--- src/rtl/core/imu_ssr_pkg.sv ---
// Shared types, constants and helpers for the IMU sample scale and rotate block.
package imu_ssr_pkg;

    // Fixed-point formats.
    localparam int COEF_FRAC_BITS = 16;
    localparam int OUT_FRAC_BITS  = 16;
    localparam int SENS_FRAC      = 32;
    localparam int SHIFT          = COEF_FRAC_BITS + SENS_FRAC - OUT_FRAC_BITS;

    // Datapath widths.
    localparam int COEF_W = 18;
    localparam int RAW_W  = 16;
    localparam int PROD_W = COEF_W + RAW_W;
    localparam int SUM_W  = PROD_W + 2;
    localparam int MAG_W  = PROD_W;
    localparam int HALF_W = MAG_W / 2;
    localparam int SENS_W = 25;
    localparam int PART_W = HALF_W + SENS_W;
    localparam int OUT_W  = 32;
    localparam int ROW_W  = 3 * COEF_W;
    localparam int TEMP_W = 11;

    // Queue depths.
    localparam int MID_DEPTH = 4;
    localparam int OUT_DEPTH = 8;

    // Sample kinds.
    localparam logic [1:0] KIND_ACCEL = 2'd0;
    localparam logic [1:0] KIND_GYRO  = 2'd1;
    localparam logic [1:0] KIND_TEMP  = 2'd2;

    // Configuration register indices.
    localparam int CFG_IDX_W  = 3;
    localparam int CFG_DATA_W = ROW_W;
    localparam logic [CFG_IDX_W-1:0] CFG_ACCEL_RANGE = 3'd0;
    localparam logic [CFG_IDX_W-1:0] CFG_GYRO_RANGE  = 3'd1;
    localparam logic [CFG_IDX_W-1:0] CFG_ROT_ROW0    = 3'd2;
    localparam logic [CFG_IDX_W-1:0] CFG_ROT_ROW1    = 3'd3;
    localparam logic [CFG_IDX_W-1:0] CFG_ROT_ROW2    = 3'd4;

    // Sensitivities as round(sensitivity * 2^32).
    localparam logic [SENS_W-1:0] ACC_SENS_TAB [4] = '{
        SENS_W'((64'd3  * 64'd6121 * 64'd131072 + 64'd312) / 64'd625),
        SENS_W'((64'd6  * 64'd6121 * 64'd131072 + 64'd312) / 64'd625),
        SENS_W'((64'd12 * 64'd6121 * 64'd131072 + 64'd312) / 64'd625),
        SENS_W'((64'd24 * 64'd6121 * 64'd131072 + 64'd312) / 64'd625)
    };
    localparam logic [SENS_W-1:0] GYRO_SENS_TAB [5] = '{
        SENS_W'(4575276), SENS_W'(2287638), SENS_W'(1143819),
        SENS_W'(571909), SENS_W'(285955)
    };
    localparam logic [2:0] GYRO_CODE_MAX = 3'd4;

    // Input sample and result transactions.
    typedef struct packed {
        logic [1:0] action;
        logic [7:0] byte0;
        logic [7:0] byte1;
        logic [7:0] byte2;
        logic [7:0] byte3;
        logic [7:0] byte4;
        logic [7:0] byte5;
    } t_sample;

    typedef struct packed {
        logic [1:0]              kind;
        logic signed [OUT_W-1:0] out_x;
        logic signed [OUT_W-1:0] out_y;
        logic signed [OUT_W-1:0] out_z;
    } t_result;

    // Classified job handed from the front part to the back part.
    typedef struct packed {
        logic [1:0]              kind;
        logic signed [RAW_W-1:0] raw_x;
        logic signed [RAW_W-1:0] raw_y;
        logic signed [RAW_W-1:0] raw_z;
        logic [SENS_W-1:0]       sens;
        logic signed [OUT_W-1:0] temp;
    } t_job;

    typedef logic [2:0][ROW_W-1:0] t_rot_rows;

    // Saturate a wide signed value to the 32-bit output range.
    function automatic logic signed [OUT_W-1:0] sat32(input logic signed [63:0] v);
        logic signed [63:0] max_v;
        logic signed [63:0] min_v;
        max_v = 64'sd2147483647;
        min_v = -64'sd2147483648;
        if (v > max_v) begin
            return max_v[OUT_W-1:0];
        end else if (v < min_v) begin
            return min_v[OUT_W-1:0];
        end
        return v[OUT_W-1:0];
    endfunction

endpackage

--- src/rtl/core/imu_ssr_fifo.sv ---
// Small synchronous queue used between the block's parts.
module imu_ssr_fifo
    import imu_ssr_pkg::*;
#(
    parameter type t_item = logic,
    parameter int  DEPTH  = 4,
    localparam int PTR_W  = (DEPTH > 1) ? $clog2(DEPTH) : 1,
    localparam int CNT_W  = $clog2(DEPTH + 1)
) (
    input  logic             i_clk,
    input  logic             i_rst_n,
    input  logic             i_push,
    input  t_item            i_item,
    input  logic             i_pop,
    output t_item            o_item,
    output logic [CNT_W-1:0] o_count
);

    t_item            r_mem [DEPTH];
    logic [PTR_W-1:0] r_wr_ptr;
    logic [PTR_W-1:0] r_rd_ptr;
    logic [CNT_W-1:0] r_count;

    // Pointer advance with wrap at the last entry.
    function automatic logic [PTR_W-1:0] next_ptr(input logic [PTR_W-1:0] p);
        if (p == PTR_W'(DEPTH - 1)) begin
            return '0;
        end
        return p + PTR_W'(1);
    endfunction

    // Control state: pointers and fill count.
    always_ff @(posedge i_clk) begin
        if (!i_rst_n) begin
            r_wr_ptr <= '0;
            r_rd_ptr <= '0;
            r_count  <= '0;
        end else begin
            if (i_push) begin
                r_wr_ptr <= next_ptr(r_wr_ptr);
            end
            if (i_pop) begin
                r_rd_ptr <= next_ptr(r_rd_ptr);
            end
            if (i_push && !i_pop) begin
                r_count <= r_count + CNT_W'(1);
            end else if (!i_push && i_pop) begin
                r_count <= r_count - CNT_W'(1);
            end
        end
    end

    // Storage needs no reset.
    always_ff @(posedge i_clk) begin
        if (i_push) begin
            r_mem[r_wr_ptr] <= i_item;
        end
    end

    assign o_item  = r_mem[r_rd_ptr];
    assign o_count = r_count;

    // The surrounding logic must never overfill or underrun the queue.
    a_no_overflow: assert property (@(posedge i_clk) disable iff (!i_rst_n)
        (i_push && !i_pop) |-> (r_count != CNT_W'(DEPTH)))
        else $error("queue written while full");
    a_no_underflow: assert property (@(posedge i_clk) disable iff (!i_rst_n)
        i_pop |-> (r_count != '0))
        else $error("queue read while empty");

endmodule

--- src/rtl/core/imu_ssr_front.sv ---
// Front part: accepts raw samples, classifies them and queues the jobs.
module imu_ssr_front
    import imu_ssr_pkg::*;
#(
    parameter int MID_DEPTH = imu_ssr_pkg::MID_DEPTH
) (
    input  logic    i_clk,
    input  logic    i_rst_n,
    input  logic    i_push,
    output logic    o_full,
    input  t_sample i_sample,
    input  logic [1:0] i_accel_range,
    input  logic [2:0] i_gyro_range,
    input  logic    i_take,
    output t_job    o_job,
    output logic    o_job_valid
);

    localparam int CNT_W = $clog2(MID_DEPTH + 1);

    t_job                     job;
    logic [CNT_W-1:0]         mid_count;
    logic [2:0]               gyro_code;
    logic signed [TEMP_W-1:0] temp_code;
    logic signed [63:0]       temp_wide;
    logic                     accept;

    assign accept = i_push && !o_full;

    // Classify the sample: raw axes, sensitivity and temperature.
    always_comb begin
        gyro_code = (i_gyro_range > GYRO_CODE_MAX) ? GYRO_CODE_MAX : i_gyro_range;
        temp_code = $signed({i_sample.byte0, i_sample.byte1[7:5]});
        temp_wide = (64'(temp_code) <<< (OUT_FRAC_BITS - 3)) +
                    (64'sd23 <<< OUT_FRAC_BITS);

        job       = '0;
        job.kind  = i_sample.action;
        job.raw_x = $signed({i_sample.byte1, i_sample.byte0});
        job.raw_y = $signed({i_sample.byte3, i_sample.byte2});
        job.raw_z = $signed({i_sample.byte5, i_sample.byte4});
        job.temp  = sat32(temp_wide);
        unique case (i_sample.action)
            KIND_ACCEL: begin
                job.sens = ACC_SENS_TAB[i_accel_range];
            end
            KIND_GYRO: begin
                job.sens = GYRO_SENS_TAB[gyro_code];
            end
            default: begin
                job.sens = '0;
            end
        endcase
    end

    // Job queue between the front and back parts.
    imu_ssr_fifo #(
        .t_item (t_job),
        .DEPTH  (MID_DEPTH)
    ) u_mid_fifo (
        .i_clk   (i_clk),
        .i_rst_n (i_rst_n),
        .i_push  (accept),
        .i_item  (job),
        .i_pop   (i_take),
        .o_item  (o_job),
        .o_count (mid_count)
    );

    assign o_full      = (mid_count == CNT_W'(MID_DEPTH));
    assign o_job_valid = (mid_count != '0);

endmodule

--- config.mk ---
export PLATFORM = sky130hd
export DESIGN_NAME = imu_ssr_front
export DESIGN_NICKNAME = d
export VERILOG_FILES = /design/src/rtl/core/imu_ssr_pkg.sv /design/src/rtl/core/imu_ssr_fifo.sv /design/src/rtl/core/imu_ssr_front.sv
export SDC_FILE = /design/constraint.sdc
export NUM_CORES = 1
export LEC_CHECK = 0
export BUFFER_PORTS_ARGS = -buffer_cell sky130_fd_sc_hd__buf_2
export CAP_MARGIN = 20
export CORE_UTILIZATION = 40
export DETAILED_ROUTE_END_ITERATION = 8
export GPL_TIMING_DRIVEN = 0
export PLACE_DENSITY_LB_ADDON = 0.12
export SLEW_MARGIN = 20
export SYNTH_ARGS = -nofsm -noshare
export SYNTH_HDL_FRONTEND = slang
export SYNTH_SLANG_ARGS = --single-unit
--- constraint.sdc ---
create_clock -name i_clk -period 9.7 [get_ports i_clk]
set_clock_uncertainty 0.2 [all_clocks]
set_input_delay 2.91 -clock i_clk [delete_from_list [all_inputs] [get_ports i_clk]]
set_output_delay 2.91 -clock i_clk [all_outputs]
set_load 0.005 [all_outputs]
-- Word level (Yosys, flattened, before mapping)
Memory sizes are Yosys's and may differ from the RTL's. A register that Yosys moved wholly into a read port is not among the register bits.
Cells that the tools add are included.
Widths: inputs -> output; s select.
- add/subtract/negate cells: 5
- magnitude comparators: 5
- eq/ne operators: 4
- multiplexer cells: 28
- bitwise operators: 2
- reductions and logical operators: 9
- operators by type and width (operator ; number):
    $mux 25 ; 4
    $mux 32 ; 3
    $bmux 25 s2 ; 1
    $pmux 25 s2 ; 1
    $gt 25x32->1 const B ; 1
    $lt 25x32->1 const B ; 1
    $add 24x22->25 const B ; 1
    $mux 2 ; 6
    $mux 1 ; 10
    $mux 3 ; 3
    $add 2x1->2 const B ; 2
    $eq 2x2->1 const B ; 2
    $ge 4x4->1 const B ; 1
    $not 3->4 ; 1
    $add 3x1->3 const B ; 1
    $eq 3x3->1 const B ; 1
    $ge 3x3->1 const B ; 1
    $gt 3x3->1 const B ; 1
    $logic_and 1x1->1 ; 3
    $logic_not 1->1 ; 3
    $not 2->3 ; 1
    $reduce_bool 3->1 ; 1
    $sub 3x1->3 const B ; 1
    $eq 2x1->1 const B ; 1
    other kinds (2) ; 2
- register bits: 7
- RAM bits: 428
- bits in read-only memories: 200
- bits of input ports: 59
- output and inout port bits: 109
- logic and storage cells: 58
- memories kept: 2
- memories (memory ; depth ; bits a word ; rd ports ; clocked after Yosys merged registers in ; wr ports ; RTL line ; text):
    u_mid_fifo.r_mem ; 4 ; 107 ; 1 ; 1 ; 1 ; imu_ssr_fifo.sv:19 ; t_item r_mem [DEPTH];
    (name not given) ; 8 ; 25 ; 1 ; 0 ; 0 ; imu_ssr_front.sv:48 ; job.sens = GYRO_SENS_TAB[gyro_code];

-- Longest topological paths before layout
- depth in word-level cells: 7
- mapped depth: 9
- depth with buffers taken out: 8

-- Cells and area by module
Synthesis repeated with hierarchy kept, for this count alone.
- cells, all modules: 695
- area total of the unflattened synthesis: 16459.5 µm²
- by module, submodules not included (module ; times used ; cells an instance ; area an instance (µm²) ; seq. area each (µm²)):
    imu_ssr_fifo ; 1 ; 601 ; 15854.0 ; 13032.5
    imu_ssr_front ; 1 ; 94 ; 605.6 ; 0.0

-- Worst setup path before layout
Ideal clock, no wire load.
- path type: input to register
- from: input port i_push
- to: memory u_mid_fifo.r_mem[0][100] in the netlist's numbering, enable pin
- library setup time: 0.451 ns
- arrival: 5.225 ns
- data required time: 9.049 ns
- setup slack: 3.825 ns
- stages: 3
- path buffers: 1
- cell sequence: nor2b_1 -> clkbuf_1 -> and2_1
- cells in the longest elaborated chain, start to end: 3
- ends and longest elaborated chain (item ; RTL line ; text):
    from (decl) ; imu_ssr_front.sv:9 ; input logic i_push,
    $logic_and 1x1->1 ; imu_ssr_front.sv:28 ; assign accept = i_push && !o_full;
    named net accept ; imu_ssr_front.sv:26 ; logic accept;
    $mux 1 ; imu_ssr_fifo.sv:55 ; if (i_push) begin
    $mux 1 (not written as such) ; imu_ssr_fifo.sv:56 ; r_mem[r_wr_ptr] <= i_item;
    to (decl) ; imu_ssr_fifo.sv:19 ;
The timed path passes the listed nets, and every way through them passes these cells.

==> impl_metrics.toml <==
[run_status]
status = "completed"

[clock_tree]
cts_buffers = 38
cts.sinks = 341
cts_tree = "built"
clockBufferDepth = 3
cts_hold_buf = 0
clock_latency_ns = 0.51
cts.reportedPaths.clkPinSlew_ns = 0.05
cts_setup_buffers = 0
cts-htree-levels = 2
ctsResizeCount = 0
cts_root_buf = "clkbuf_16"

[routing]
first_pass_iters = 4
ant_nets = 0
dr_wl_met2_um = 13100
via_per_inst = 5.01
drt_iter0_drc = 343
wl_um = 25700
wire_per_inst_um = 20.1
drc_errors = 0
vias = 6402
met1_length_um = 10500
wl_met3_um = 1630
top_layer = "met4"

[sta]
tightest_slew_ns = 0.713
hold_viol = 0
final.period_utilization_pct = 54.7
grt_setup_unrepaired = "no"
setup_viol = 0
slew_viol_final = 0
setup_tns_ns = 0
fmax_mhz = 188
period_needed_ns = 5.31
slew_headroom_pct = 52.4

[layout]
final_common_cell = "edfxtp_1"
num-nets-final = 884
antenna_cells = 0
area_delta_synth_final_pct = 20.6
nFillCells = 2674
layout_common_cells = "332 x edfxtp_1, 163 x buf_2, 83 x mux4_2"
drive_gt1_share_pct = 40.7

[setup_path]
critPathLaunchType = "register"
crit_fanout = 10
worstPathArrival_ns = 2.20
worstSetupPathType = "register to output pin"
crit_path_end_kind = "output pin"
worstPathRequired_ns = 6.59

[logic_synthesis]
yosysTopAreaCell = "edfxtp_1"
synthCells = 595
yosysWarnings = 0
syn_area_mm2 = 0.0132
ys_ff_latch = 341
synth.yosys.seq_area_share_pct = 77.0
ys_async_sr_fraction_pct = 0
synth-edff-count = 332
synth.distinct_cells = 36
synth.area.top_cells = "edfxtp_1 76%, mux4_2 14%, ha_1 1.5%, dfxtp_1 1.4%, buf_4 1.4%"
ys.flop_type = "edfxtp_1"
syn-mean-instance-area_um2 = 22.1
synth_top_cell_area_share_pct = 75.7

[pwr]
p_per_area_mw_per_mm2 = 227
power_w = 0.00360
p_leak_nw = 5.53
ir_drop_mv = 0.141

[floorplanning]
fp.coreArea_mm2 = 0.0325
num_rows = 66
die_area_mm2 = 0.0337
io_pins = 168
die_h_um = 184
start_util_pct = 40.6
die_w_um = 184

[global_route]
grt_pass1_vias = 6837
grt_pass1_wl_um = 39300
grt_overflow = 0
grtUsageTotal_pct = 15.6
grt_start_max_net_pins = 41
antenna_found_initial = 0

[placed_design]
portBuffers = 153
gp_congestion = 0.795
dpl.hpwl_um = 16200

[flow_run]
max_cap_viol_count = 0

[worst_hold_path]
hold_path_class = "register to register"
-- final timing paths --
check,from,to,slack (ns),depth (start not counted)
max,register,o_job[39],4.39,5
min,u_mid_fifo.r_wr_ptr[1],u_mid_fifo.r_wr_ptr[1],0.31,2
max reg2reg,u_mid_fifo.o_count[0],u_mid_fifo.o_count[2],7.12,9
min reg2reg,u_mid_fifo.r_wr_ptr[1],u_mid_fifo.r_wr_ptr[1],0.31,2
-- kinds of logic after synthesis --
family	after synthesis	share of synthesized area, %
flops	341	77.0
mux	87	14.5
buf+inv	60	2.94
simple gates	57	2.19
compound gates	25	1.19
fa+ha+maj	17	1.67
xor+xnor	7	0.465
other cells	1	0.0285
-- power breakdown --
| group | total [W] | internal (W) | switching (W) |
|---|---|---|---|
| logic | 0.000477 | 0.000226 | 0.000250 |
| registers | 0.00181 | 0.00178 | 0.0000321 |
| clock network | 0.00131 | 0.000773 | 0.000541 |
-- cell type report --
cell class              instances  area, um2  share of cell area (%)
flip-flops and latches        341      10100                    63.9
multi-input cells             206       2700                    17.0
clock buffers                  51       1030                    6.49
repair buffers                161        956                    6.02
well taps                     442        553                    3.48
plain buffers                  47        339                    2.13
clock inverters                18        118                   0.740
inverters                      13       48.8                   0.307
-- critical path: stages, from the launching register on --
cell	delay, ns
dfxtp_1	0.32
buf_2	0.34
buf_2	0.35
mux4_2	0.40
buf_4	0.15
buf_2	0.12
-- state kept, by name, indices dropped and copies added (netlist names), named ones only --
name	count
u_mid_fifo.o_count	3
u_mid_fifo.r_mem	332
u_mid_fifo.r_rd_ptr	2
u_mid_fifo.r_wr_ptr	2
-- cells in the mapped netlist (all sizes together), types with 3 or more instances --
| master | count |
|---|---|
| mux4 | 83 |
| dfxtp | 9 |
| xor2 | 3 |
| inv | 13 |
| nor2 | 18 |
| clkbuf | 4 |
| o21bai | 4 |
| and2 | 7 |
| a21oi | 11 |
| nor2b | 6 |
| xnor2 | 4 |
| nor3 | 5 |
| buf | 43 |
| mux2i | 4 |
| nand2b | 5 |
| edfxtp | 332 |
| ha | 16 |
| nand2 | 8 |
-- routing by layer --
layer | vias to the layer above | GRT usage (%)
li1 | 2814 | -
met1 | 3382 | 19.9
met2 | 169 | 26.7
met3 | 37 | 3.65
met4 | 0 | 4.37
met5 | - | 0
-- metrics by stage --
step	cell area [um2]	setup WS (ns)	hold slack, ns	utilization, %	instances
finish	15900	4.39	0.307	49.0	1279
global placement	14500	2.07	0.274	44.8	1202
global route	15900	4.28	0.359	49.0	1279
detailed placement	14700	4.66	0.303	45.4	1210
CTS	15900	4.28	0.310	49.0	1279
floorplan	13200	3.82	0.268	-	607
Note: power is estimated with default switching activity, not from simulation.
